[config.mk]
export PLATFORM = sky130hd
export DESIGN_NAME = sorted_list_insert_delete
export DESIGN_NICKNAME = d
export VERILOG_FILES = /design/src/design/slid_pkg.sv /design/src/design/sorted_list_insert_delete.sv /design/src/design/slid_mem.sv /design/src/design/slid_seq.sv
export VERILOG_INCLUDE_DIRS = /design/src /design/src/design
export SDC_FILE = /design/constraint.sdc
export NUM_CORES = 1
export LEC_CHECK = 0
export ABC_CLOCK_PERIOD_IN_PS = 5900
export BUFFER_PORTS_ARGS = -buffer_cell sky130_fd_sc_hd__buf_4
export CAP_MARGIN = 20
export CORE_ASPECT_RATIO = 1.25
export CORE_UTILIZATION = 62
export CTS_CLUSTER_SIZE = 16
export DETAILED_ROUTE_END_ITERATION = 6
export HOLD_SLACK_MARGIN = 0.1
export PLACE_DENSITY = 0.85
export SLEW_MARGIN = 15
export SYNTH_ARGS = -nofsm -noshare
export SYNTH_HDL_FRONTEND = slang
export SYNTH_SLANG_ARGS = --single-unit
[constraint.sdc]
create_clock -name clk -period 5.9 [get_ports clk]
set_input_delay 0 -clock clk [delete_from_list [all_inputs] [get_ports clk]]
set_output_delay 0 -clock clk [all_outputs]
set_load 0.05 [all_outputs]
[src/design/assert_macros.svh]
// Assertion macros shared by the top level and the sequencer.
`ifndef ASSERT_MACROS_SVH
`define ASSERT_MACROS_SVH
`ifndef SYNTH
// Same-cycle implication, disabled while reset is asserted.
`define ASSERT_IMPL(label, clk, rst_n, ante, cons) \
    label: assert property (@(posedge clk) disable iff (!rst_n) (ante) |-> (cons)) \
        else $error("assertion failed");
// Next-cycle implication, disabled while reset is asserted.
`define ASSERT_NEXT(label, clk, rst_n, ante, cons) \
    label: assert property (@(posedge clk) disable iff (!rst_n) (ante) |=> (cons)) \
        else $error("assertion failed");
`else
`define ASSERT_IMPL(label, clk, rst_n, ante, cons)
`define ASSERT_NEXT(label, clk, rst_n, ante, cons)
`endif
`endif

[src/design/slid_pkg.sv]
// Shared types and codes for the sorted list block.
package slid_pkg;

    localparam logic [1:0] KIND_INSERT     = 2'd0;
    localparam logic [1:0] KIND_POP_HEAD   = 2'd1;
    localparam logic [1:0] KIND_REMOVE_ALL = 2'd2;

    localparam logic [1:0] STATUS_DONE  = 2'd0;
    localparam logic [1:0] STATUS_EMPTY = 2'd1;
    localparam logic [1:0] STATUS_FULL  = 2'd2;

    typedef enum logic [2:0] {
        ST_IDLE,
        ST_RD,
        ST_EVAL,
        ST_HEAD,
        ST_DONE
    } slid_state_t;

    typedef struct packed {
        logic [4:0]  entry_count;
        logic [15:0] head_value;
        logic        head_valid;
        logic        removed_any;
        logic [1:0]  status;
    } slid_result_t;

endpackage

[src/design/sorted_list_insert_delete.sv]
// Top level of the bounded sorted list with insert and delete operations.
//
// This block keeps up to DEPTH signed values of DATA_WIDTH bits in ascending
// order, duplicates allowed, and runs one operation per input beat: a sorted
// insert, a removal of the smallest entry, or a removal of every entry equal
// to the given value; the unused fourth kind code does nothing. Each input
// beat yields exactly one result beat that reports the status, whether a
// remove-all found a match, the new head and the entry count. All work goes
// through one memory with a single write port and a registered read port,
// walked by a sequencer that compares one stored entry per step. The input
// is not ready while an operation runs; a finished result waits in an output
// register, so the next beat is taken while the previous result is still
// unclaimed. The store has no reset of its own: only the entry count is
// cleared, and only entries below the count are ever used. Out-of-range value
// bits above DATA_WIDTH are dropped and the value is taken as a signed number
// of DATA_WIDTH bits.
`include "assert_macros.svh"

module sorted_list_insert_delete #(
    parameter int DEPTH      = 16,
    parameter int DATA_WIDTH = 16
) (
    input  logic        clk,
    input  logic        rst_n,
    // Input beats.
    input  logic        s_tvalid,
    output logic        s_tready,
    input  logic [15:0] s_tdata,   // [15:0] value
    input  logic [1:0]  s_tuser,   // [1:0] kind
    // Result beats.
    output logic        m_tvalid,
    input  logic        m_tready,
    // [1:0] status, [2] removed_any, [3] head_valid, [19:4] head_value,
    // [24:20] entry_count, [31:25] zero
    output logic [31:0] m_tdata
);

    import slid_pkg::*;

    localparam int AW = $clog2(DEPTH);

    logic signed [31:0]           value_ext;
    logic signed [DATA_WIDTH-1:0] in_value;
    logic                         out_free;
    logic                         seq_done;
    slid_result_t                 seq_result;

    logic                         mem_we;
    logic [AW-1:0]                mem_waddr;
    logic signed [DATA_WIDTH-1:0] mem_wdata;
    logic                         mem_re;
    logic [AW-1:0]                mem_raddr;
    logic signed [DATA_WIDTH-1:0] mem_rdata;

    logic                         out_valid_reg, out_valid_next;
    slid_result_t                 out_data_reg, out_data_next;

    // The value is sign-extended and then cut to the stored width.
    assign value_ext = 32'(signed'(s_tdata));
    assign in_value  = value_ext[DATA_WIDTH-1:0];

    // The output register frees up in the same cycle its beat is taken.
    assign out_free = !out_valid_reg || m_tready;

    slid_seq #(
        .DEPTH      (DEPTH),
        .DATA_WIDTH (DATA_WIDTH)
    ) u_seq (
        .clk       (clk),
        .rst_n     (rst_n),
        .in_valid  (s_tvalid),
        .in_kind   (s_tuser),
        .in_value  (in_value),
        .in_ready  (s_tready),
        .out_free  (out_free),
        .done      (seq_done),
        .result    (seq_result),
        .mem_we    (mem_we),
        .mem_waddr (mem_waddr),
        .mem_wdata (mem_wdata),
        .mem_re    (mem_re),
        .mem_raddr (mem_raddr),
        .mem_rdata (mem_rdata)
    );

    slid_mem #(
        .DEPTH      (DEPTH),
        .DATA_WIDTH (DATA_WIDTH)
    ) u_mem (
        .clk   (clk),
        .we    (mem_we),
        .waddr (mem_waddr),
        .wdata (mem_wdata),
        .re    (mem_re),
        .raddr (mem_raddr),
        .rdata (mem_rdata)
    );

    always_comb
    begin
        out_valid_next = out_valid_reg;
        out_data_next  = out_data_reg;
        if (out_free)
        begin
            out_valid_next = seq_done;
            if (seq_done)
            begin
                out_data_next = seq_result;
            end
        end
    end

    always_ff @(posedge clk or negedge rst_n)
    begin
        if (!rst_n)
        begin
            out_valid_reg <= 1'b0;
        end
        else
        begin
            out_valid_reg <= out_valid_next;
        end
    end

    always_ff @(posedge clk)
    begin
        out_data_reg <= out_data_next;
    end

    assign m_tvalid = out_valid_reg;
    assign m_tdata  = {7'd0, out_data_reg};

    `ASSERT_IMPL(a_done_not_ready, clk, rst_n, seq_done, !s_tready)
    `ASSERT_NEXT(a_done_loads, clk, rst_n, (seq_done && out_free), m_tvalid)
    `ASSERT_IMPL(a_head_matches, clk, rst_n, m_tvalid, (m_tdata[3] == (m_tdata[24:20] != 5'd0)) || (DEPTH > 31))

endmodule

[src/design/slid_mem.sv]
// Entry store: one write port and one registered read port.
module slid_mem #(
    parameter int DEPTH      = 16,
    parameter int DATA_WIDTH = 16
) (
    input  logic                          clk,
    input  logic                          we,
    input  logic [$clog2(DEPTH)-1:0]      waddr,
    input  logic signed [DATA_WIDTH-1:0]  wdata,
    input  logic                          re,
    input  logic [$clog2(DEPTH)-1:0]      raddr,
    output logic signed [DATA_WIDTH-1:0]  rdata
);

    logic signed [DATA_WIDTH-1:0] mem [DEPTH];
    logic signed [DATA_WIDTH-1:0] rdata_reg;

    always_ff @(posedge clk)
    begin
        if (we)
        begin
            mem[waddr] <= wdata;
        end
        if (re)
        begin
            rdata_reg <= mem[raddr];
        end
    end

    assign rdata = rdata_reg;

endmodule

[src/design/slid_seq.sv]
// Sequencer that walks the store with a single shared compare unit.
`include "assert_macros.svh"

module slid_seq #(
    parameter int DEPTH      = 16,
    parameter int DATA_WIDTH = 16
) (
    input  logic                          clk,
    input  logic                          rst_n,
    input  logic                          in_valid,
    input  logic [1:0]                    in_kind,
    input  logic signed [DATA_WIDTH-1:0]  in_value,
    output logic                          in_ready,
    input  logic                          out_free,
    output logic                          done,
    output slid_pkg::slid_result_t        result,
    output logic                          mem_we,
    output logic [$clog2(DEPTH)-1:0]      mem_waddr,
    output logic signed [DATA_WIDTH-1:0]  mem_wdata,
    output logic                          mem_re,
    output logic [$clog2(DEPTH)-1:0]      mem_raddr,
    input  logic signed [DATA_WIDTH-1:0]  mem_rdata
);

    import slid_pkg::*;

    localparam int AW    = $clog2(DEPTH);
    localparam int CNT_W = $clog2(DEPTH + 1);
    localparam logic [CNT_W-1:0] FULL_CNT = CNT_W'(DEPTH);
    localparam logic [CNT_W-1:0] ONE      = CNT_W'(1);

    slid_state_t                  state_reg, state_next;
    logic [CNT_W-1:0]             count_reg, count_next;
    logic [CNT_W-1:0]             ptr_reg, ptr_next;
    logic [CNT_W-1:0]             wr_reg, wr_next;
    logic [1:0]                   status_reg, status_next;
    logic                         removed_reg, removed_next;
    logic [1:0]                   kind_reg, kind_next;
    logic signed [DATA_WIDTH-1:0] val_reg, val_next;

    logic                         data_lt;
    logic                         data_eq;
    logic [CNT_W-1:0]             ptr_dec;
    logic signed [31:0]           head_ext;
    logic [31:0]                  count_ext;

    // The shared compare unit: stored entry against the operand.
    assign data_lt = mem_rdata < val_reg;
    assign data_eq = mem_rdata == val_reg;
    assign ptr_dec = ptr_reg - ONE;

    assign head_ext  = 32'(mem_rdata);
    assign count_ext = 32'(count_reg);

    always_comb
    begin
        state_next   = state_reg;
        count_next   = count_reg;
        ptr_next     = ptr_reg;
        wr_next      = wr_reg;
        status_next  = status_reg;
        removed_next = removed_reg;
        kind_next    = kind_reg;
        val_next     = val_reg;
        mem_we       = 1'b0;
        mem_waddr    = ptr_reg[AW-1:0];
        mem_wdata    = mem_rdata;
        mem_re       = 1'b0;
        mem_raddr    = ptr_reg[AW-1:0];
        in_ready     = 1'b0;
        done         = 1'b0;

        result.status      = status_reg;
        result.removed_any = removed_reg;
        result.head_valid  = count_reg != '0;
        result.head_value  = (count_reg != '0) ? head_ext[15:0] : 16'd0;
        result.entry_count = count_ext[4:0];

        unique case (state_reg)
            ST_IDLE:
            begin
                in_ready = 1'b1;
                if (in_valid)
                begin
                    kind_next    = in_kind;
                    val_next     = in_value;
                    status_next  = STATUS_DONE;
                    removed_next = 1'b0;
                    wr_next      = '0;
                    state_next   = ST_RD;
                    unique case (in_kind)
                        KIND_INSERT:
                        begin
                            ptr_next = count_reg;
                            if (count_reg == FULL_CNT)
                            begin
                                status_next = STATUS_FULL;
                                state_next  = ST_HEAD;
                            end
                        end
                        KIND_POP_HEAD:
                        begin
                            ptr_next = ONE;
                            if (count_reg == '0)
                            begin
                                status_next = STATUS_EMPTY;
                                state_next  = ST_HEAD;
                            end
                        end
                        KIND_REMOVE_ALL:
                        begin
                            ptr_next = '0;
                        end
                        default:
                        begin
                            state_next = ST_HEAD;
                        end
                    endcase
                end
            end
            ST_RD:
            begin
                if (kind_reg == KIND_INSERT)
                begin
                    if (ptr_reg == '0)
                    begin
                        mem_we     = 1'b1;
                        mem_waddr  = '0;
                        mem_wdata  = val_reg;
                        count_next = count_reg + ONE;
                        state_next = ST_HEAD;
                    end
                    else
                    begin
                        mem_re     = 1'b1;
                        mem_raddr  = ptr_dec[AW-1:0];
                        state_next = ST_EVAL;
                    end
                end
                else if (ptr_reg >= count_reg)
                begin
                    count_next = (kind_reg == KIND_POP_HEAD) ? count_reg - ONE : wr_reg;
                    state_next = ST_HEAD;
                end
                else
                begin
                    mem_re     = 1'b1;
                    state_next = ST_EVAL;
                end
            end
            ST_EVAL:
            begin
                state_next = ST_RD;
                if (kind_reg == KIND_INSERT)
                begin
                    mem_we    = 1'b1;
                    mem_waddr = ptr_reg[AW-1:0];
                    if (data_lt)
                    begin
                        mem_wdata  = val_reg;
                        count_next = count_reg + ONE;
                        state_next = ST_HEAD;
                    end
                    else
                    begin
                        ptr_next = ptr_dec;
                    end
                end
                else if (kind_reg == KIND_POP_HEAD)
                begin
                    mem_we    = 1'b1;
                    mem_waddr = ptr_dec[AW-1:0];
                    ptr_next  = ptr_reg + ONE;
                end
                else
                begin
                    ptr_next = ptr_reg + ONE;
                    if (data_eq)
                    begin
                        removed_next = 1'b1;
                    end
                    else
                    begin
                        mem_we    = 1'b1;
                        mem_waddr = wr_reg[AW-1:0];
                        wr_next   = wr_reg + ONE;
                    end
                end
            end
            ST_HEAD:
            begin
                mem_re     = 1'b1;
                mem_raddr  = '0;
                state_next = ST_DONE;
            end
            ST_DONE:
            begin
                done = 1'b1;
                if (out_free)
                begin
                    state_next = ST_IDLE;
                end
            end
            default:
            begin
                state_next = ST_IDLE;
            end
        endcase
    end

    always_ff @(posedge clk or negedge rst_n)
    begin
        if (!rst_n)
        begin
            state_reg   <= ST_IDLE;
            count_reg   <= '0;
            ptr_reg     <= '0;
            wr_reg      <= '0;
            status_reg  <= STATUS_DONE;
            removed_reg <= 1'b0;
        end
        else
        begin
            state_reg   <= state_next;
            count_reg   <= count_next;
            ptr_reg     <= ptr_next;
            wr_reg      <= wr_next;
            status_reg  <= status_next;
            removed_reg <= removed_next;
        end
    end

    always_ff @(posedge clk)
    begin
        kind_reg <= kind_next;
        val_reg  <= val_next;
    end

    `ASSERT_IMPL(a_count_bound, clk, rst_n, 1'b1, count_reg <= FULL_CNT)
    `ASSERT_IMPL(a_ptr_bound, clk, rst_n, (state_reg == ST_RD || state_reg == ST_EVAL), ptr_reg <= count_reg)
    `ASSERT_IMPL(a_compact_bound, clk, rst_n, (state_reg == ST_EVAL && kind_reg == KIND_REMOVE_ALL), wr_reg <= ptr_reg)
    `ASSERT_NEXT(a_full_keeps, clk, rst_n, (in_valid && in_ready && in_kind == KIND_INSERT && count_reg == FULL_CNT), count_reg == FULL_CNT)

endmodule

==> results.yml <==
run_status:
  outcome: "finished clean"
synthesis:
  syn_avg_cell_area_um2: 12.3
  synth_cells: 1208
  syn_area_mm2: 0.0148
  ys_seq_area_share_pct: 67.5
  yosysWarnings: 0
  synth_edf_count: 315
  synth_seq_cells: 337
  synth_ff_type: "edfxtp_1"
  ys_types: 57
  ys_async_sr_fraction_pct: 6.53
final_layout:
  largest_register_ff_count: 256
  final_area_mm2: 0.0169
  drive_gt1_share_pct: 13.8
  syn2layout_area_growth_pct: 14.1
  final_core_util_pct: 72.9
  top_register: "u_mem.mem"
  final_nets: 1327
sta:
  fin_skew_ps: 27.8
  slew_viol_final: 0
  period_minus_slack_ps: 4890
  relSlewSlack_pct: 26.5
  period_share_pct: 82.9
  worst_pin_slew_ps: 1100
  hold_violations: 0
  setup_tns_ps: 0
  rsz0062_at_grt: "no"
  fmax_mhz: 204
  setup_viol: 0
die:
  die_h_um: 175
  start_util_pct: 63.9
  die_area_mm2: 0.0245
  core_area_mm2: 0.0232
  ios: 56
  floorplan.rows: 62
  die-width_um: 140
pwr:
  clock_power_share_pct: 21.4
  p_leak_nw: 6.12
  p_total_mw: 9.59
  p_comb_share_pct: 41.7
  switchingPower_mw: 3.99
  p_per_area_mw_per_mm2: 567
  ir_drop_mv: 0.524
  swShare_pct: 41.6
  power_frac_seq_pct: 36.9
  p_int_mw: 5.61
worst_setup_path:
  crit_fanout: 42
  cpMostUsedCell: "a311oi_1"
  crit_required_ps: 6120
  reg2reg_depth: 10
  worst_path_largest_cell_delay_ps: 910
  path_cells: "inv_1, ha_1, or3b_1, a21o_1, a21o_2, buf_12, a211oi_1, a311oi_1, a311oi_1, a31oi_1"
  slowest_stage: "a21o_2"
  end_kind: "flip-flop"
  cp.arrival_ps: 5110
  critPathKind: "flip-flop to flip-flop"
  start_kind: "flip-flop"
clocking:
  cts_htree_levels: 2
  cts_tree: "done"
  numCtsBuffers: 34
  clk_pin_slew_worst_paths_ps: 60
  max-clock-path-buffers: 3
  post-cts-setup-buffers: 0
  cts.sinks: 337
  clk_latency_ps: 550
  root_buffer: "clkbuf_16"
routing:
  routed_via_density: 6.61
  drt.antenna.violating_nets: 0
  dr.pass1.iters: 7
  drc: 0
  drt_first_iter_violations: 1039
  wirelength_um: 38500
  vias: 10500
  wl_per_cell_um: 24.2
global_routing:
  grt_overflow_total: 0
  grt.total_usage_pct: 32.5
  grt_max_degree: 97
  grt_pass1_vias: 10500
  antenna_found_initial: 3
  grt_pass1_wl_um: 58900
placed_design:
  io_buffers: 48
  gp_congestion: 0.910
  hpwl_um: 22500
  place_area_mm2: 0.0156
flow_run:
  drv_cap: 0
min_path:
  min_path_type: "input port to asynchronous set/reset pin"
-- repair_timing --
item                                    CTS  global route
endpoints found under the hold margin    48             0
hold buffers                             22             0
endpoints found under the setup margin    0             0
resized for setup                         0             0
-- critical path, delay by kind of cell (launching register included) --
kind	cells	cell delay, ps
buffers and inverters	2	490
AOI/OAI and AO/OA	6	2830
adders and majority gates	1	280
and+or+nand+nor	1	310
DFF	1	640
-- Yosys cell counts, types with 2 or more instances --
cell type	count	share of area, %
o211ai_1	2	0.10
a221oi_1	2	0.12
mux2_2	18	1.4
nand2b_1	5	0.21
inv_1	48	1.2
clkbuf_1	52	1.3
buf_1	4	0.10
o31a_1	2	0.12
xnor2_1	5	0.30
and2_1	5	0.21
nand4_1	7	0.30
nor2_1	23	0.58
a22oi_1	4	0.20
nor4_1	10	0.42
and3_1	3	0.13
o22ai_1	4	0.17
a21oi_1	12	0.41
dfrtp_1	22	3.7
o32a_1	2	0.14
a31oi_1	23	0.97
o21ai_0	21	0.71
buf_4	12	0.61
or2_2	4	0.17
ha_1	32	2.7
a211o_1	2	0.12
mux2i_1	5	0.34
or3b_1	2	0.12
a311oi_1	32	1.9
a21boi_0	2	0.10
a21o_1	5	0.25
nand2_1	259	6.6
o311a_1	2	0.14
buf_2	13	0.44
xor2_1	5	0.30
nand3_1	142	4.8
o21a_1	2	0.10
nor2b_1	20	0.84
nor3_1	23	0.78
edfxtp_1	315	64
o31ai_1	5	0.25
a211oi_1	36	1.8
-- power by group through the flow --
stage          logic, mW  registers, mW  clock network, mW
2_1_floorplan       2.57           3.55                  0
3_3_place_gp        3.71           3.56                  0
3_5_place_dp        3.84           3.57                  0
4_1_cts             3.89           3.53               2.06
5_1_grt             4.28           3.57               2.16
6_report            4.00           3.54               2.05
-- per-stage QoR --
step                hold slack [ps]  setup slack (ps)  instances
finish                         99.6              1010       1588
global route                    147               978       1587
CTS                             182              1160       1585
detailed placement            -84.5              1290       1501
global placement              -92.1              1330       1501
floorplan                      -296              1590       1214
-- metal layers --
layer  vias up  GRT usage [%]  wire [um]
li1       4579              -          -
met5         -              0         13
met3       168           6.55       3790
met4         2           22.8       2660
met2       726           53.1      18700
met1      5016           38.8      13400
-- kinds of logic after synthesis --
logic type,synth area share (%)
xor gates and xnor gates,0.591
buffers and inverters,3.68
and+or+nand+nor,15.7
muxes,1.70
AOI/OAI and AO/OA,8.08
adders and majority gates,2.70
DFF,67.5
other,0.0253
-- final timing paths --
path	slack [ps]	from	end
min in group clk	190	s_tdata[1]	u_seq.val_reg[1]
max reg2reg	1010	u_seq.ptr_reg[0]	u_mem.rdata[14]
max in group asynchronous	5410	rst_n	u_seq.count_reg[3]
min reg2reg	440	u_seq.status_reg[1]	m_tdata[1]
max	1010	u_seq.ptr_reg[0]	u_mem.rdata[14]
min	100	rst_n	u_seq.wr_reg[0]
-- layout make-up --
type                            count  area (um^2)
Timing Repair Buffer              104          872
Inverter                           48          180
Tap cell                          288          360
Sequential cell                   337        10000
Fill cell                        1400         6280
Multi-Input combinational cell    748         4430
Antenna cell                        1         2.50
Clock buffer                       45          902
Clock inverter                     17          158
-- layout by cell type (no fill, tap or decap), types with 15 or more instances in the layout --
cell           Yosys  layout
edfxtp_1         315     315
nand2_1          259     259
nand3_1          142     142
buf_4             12      78
inv_1             48      48
a211oi_1          36      36
clkbuf_16          0      34
a311oi_1          32      32
ha_1              32      32
a31oi_1           23      23
nor2_1            23      22
dfrtp_1           22      22
o21ai_0           21      21
dlygate4sd3_1      0      21
nor2b_1           20      20
mux2_2            18      18
nor3_1            23      15
Power figures use the tool's default switching activity.
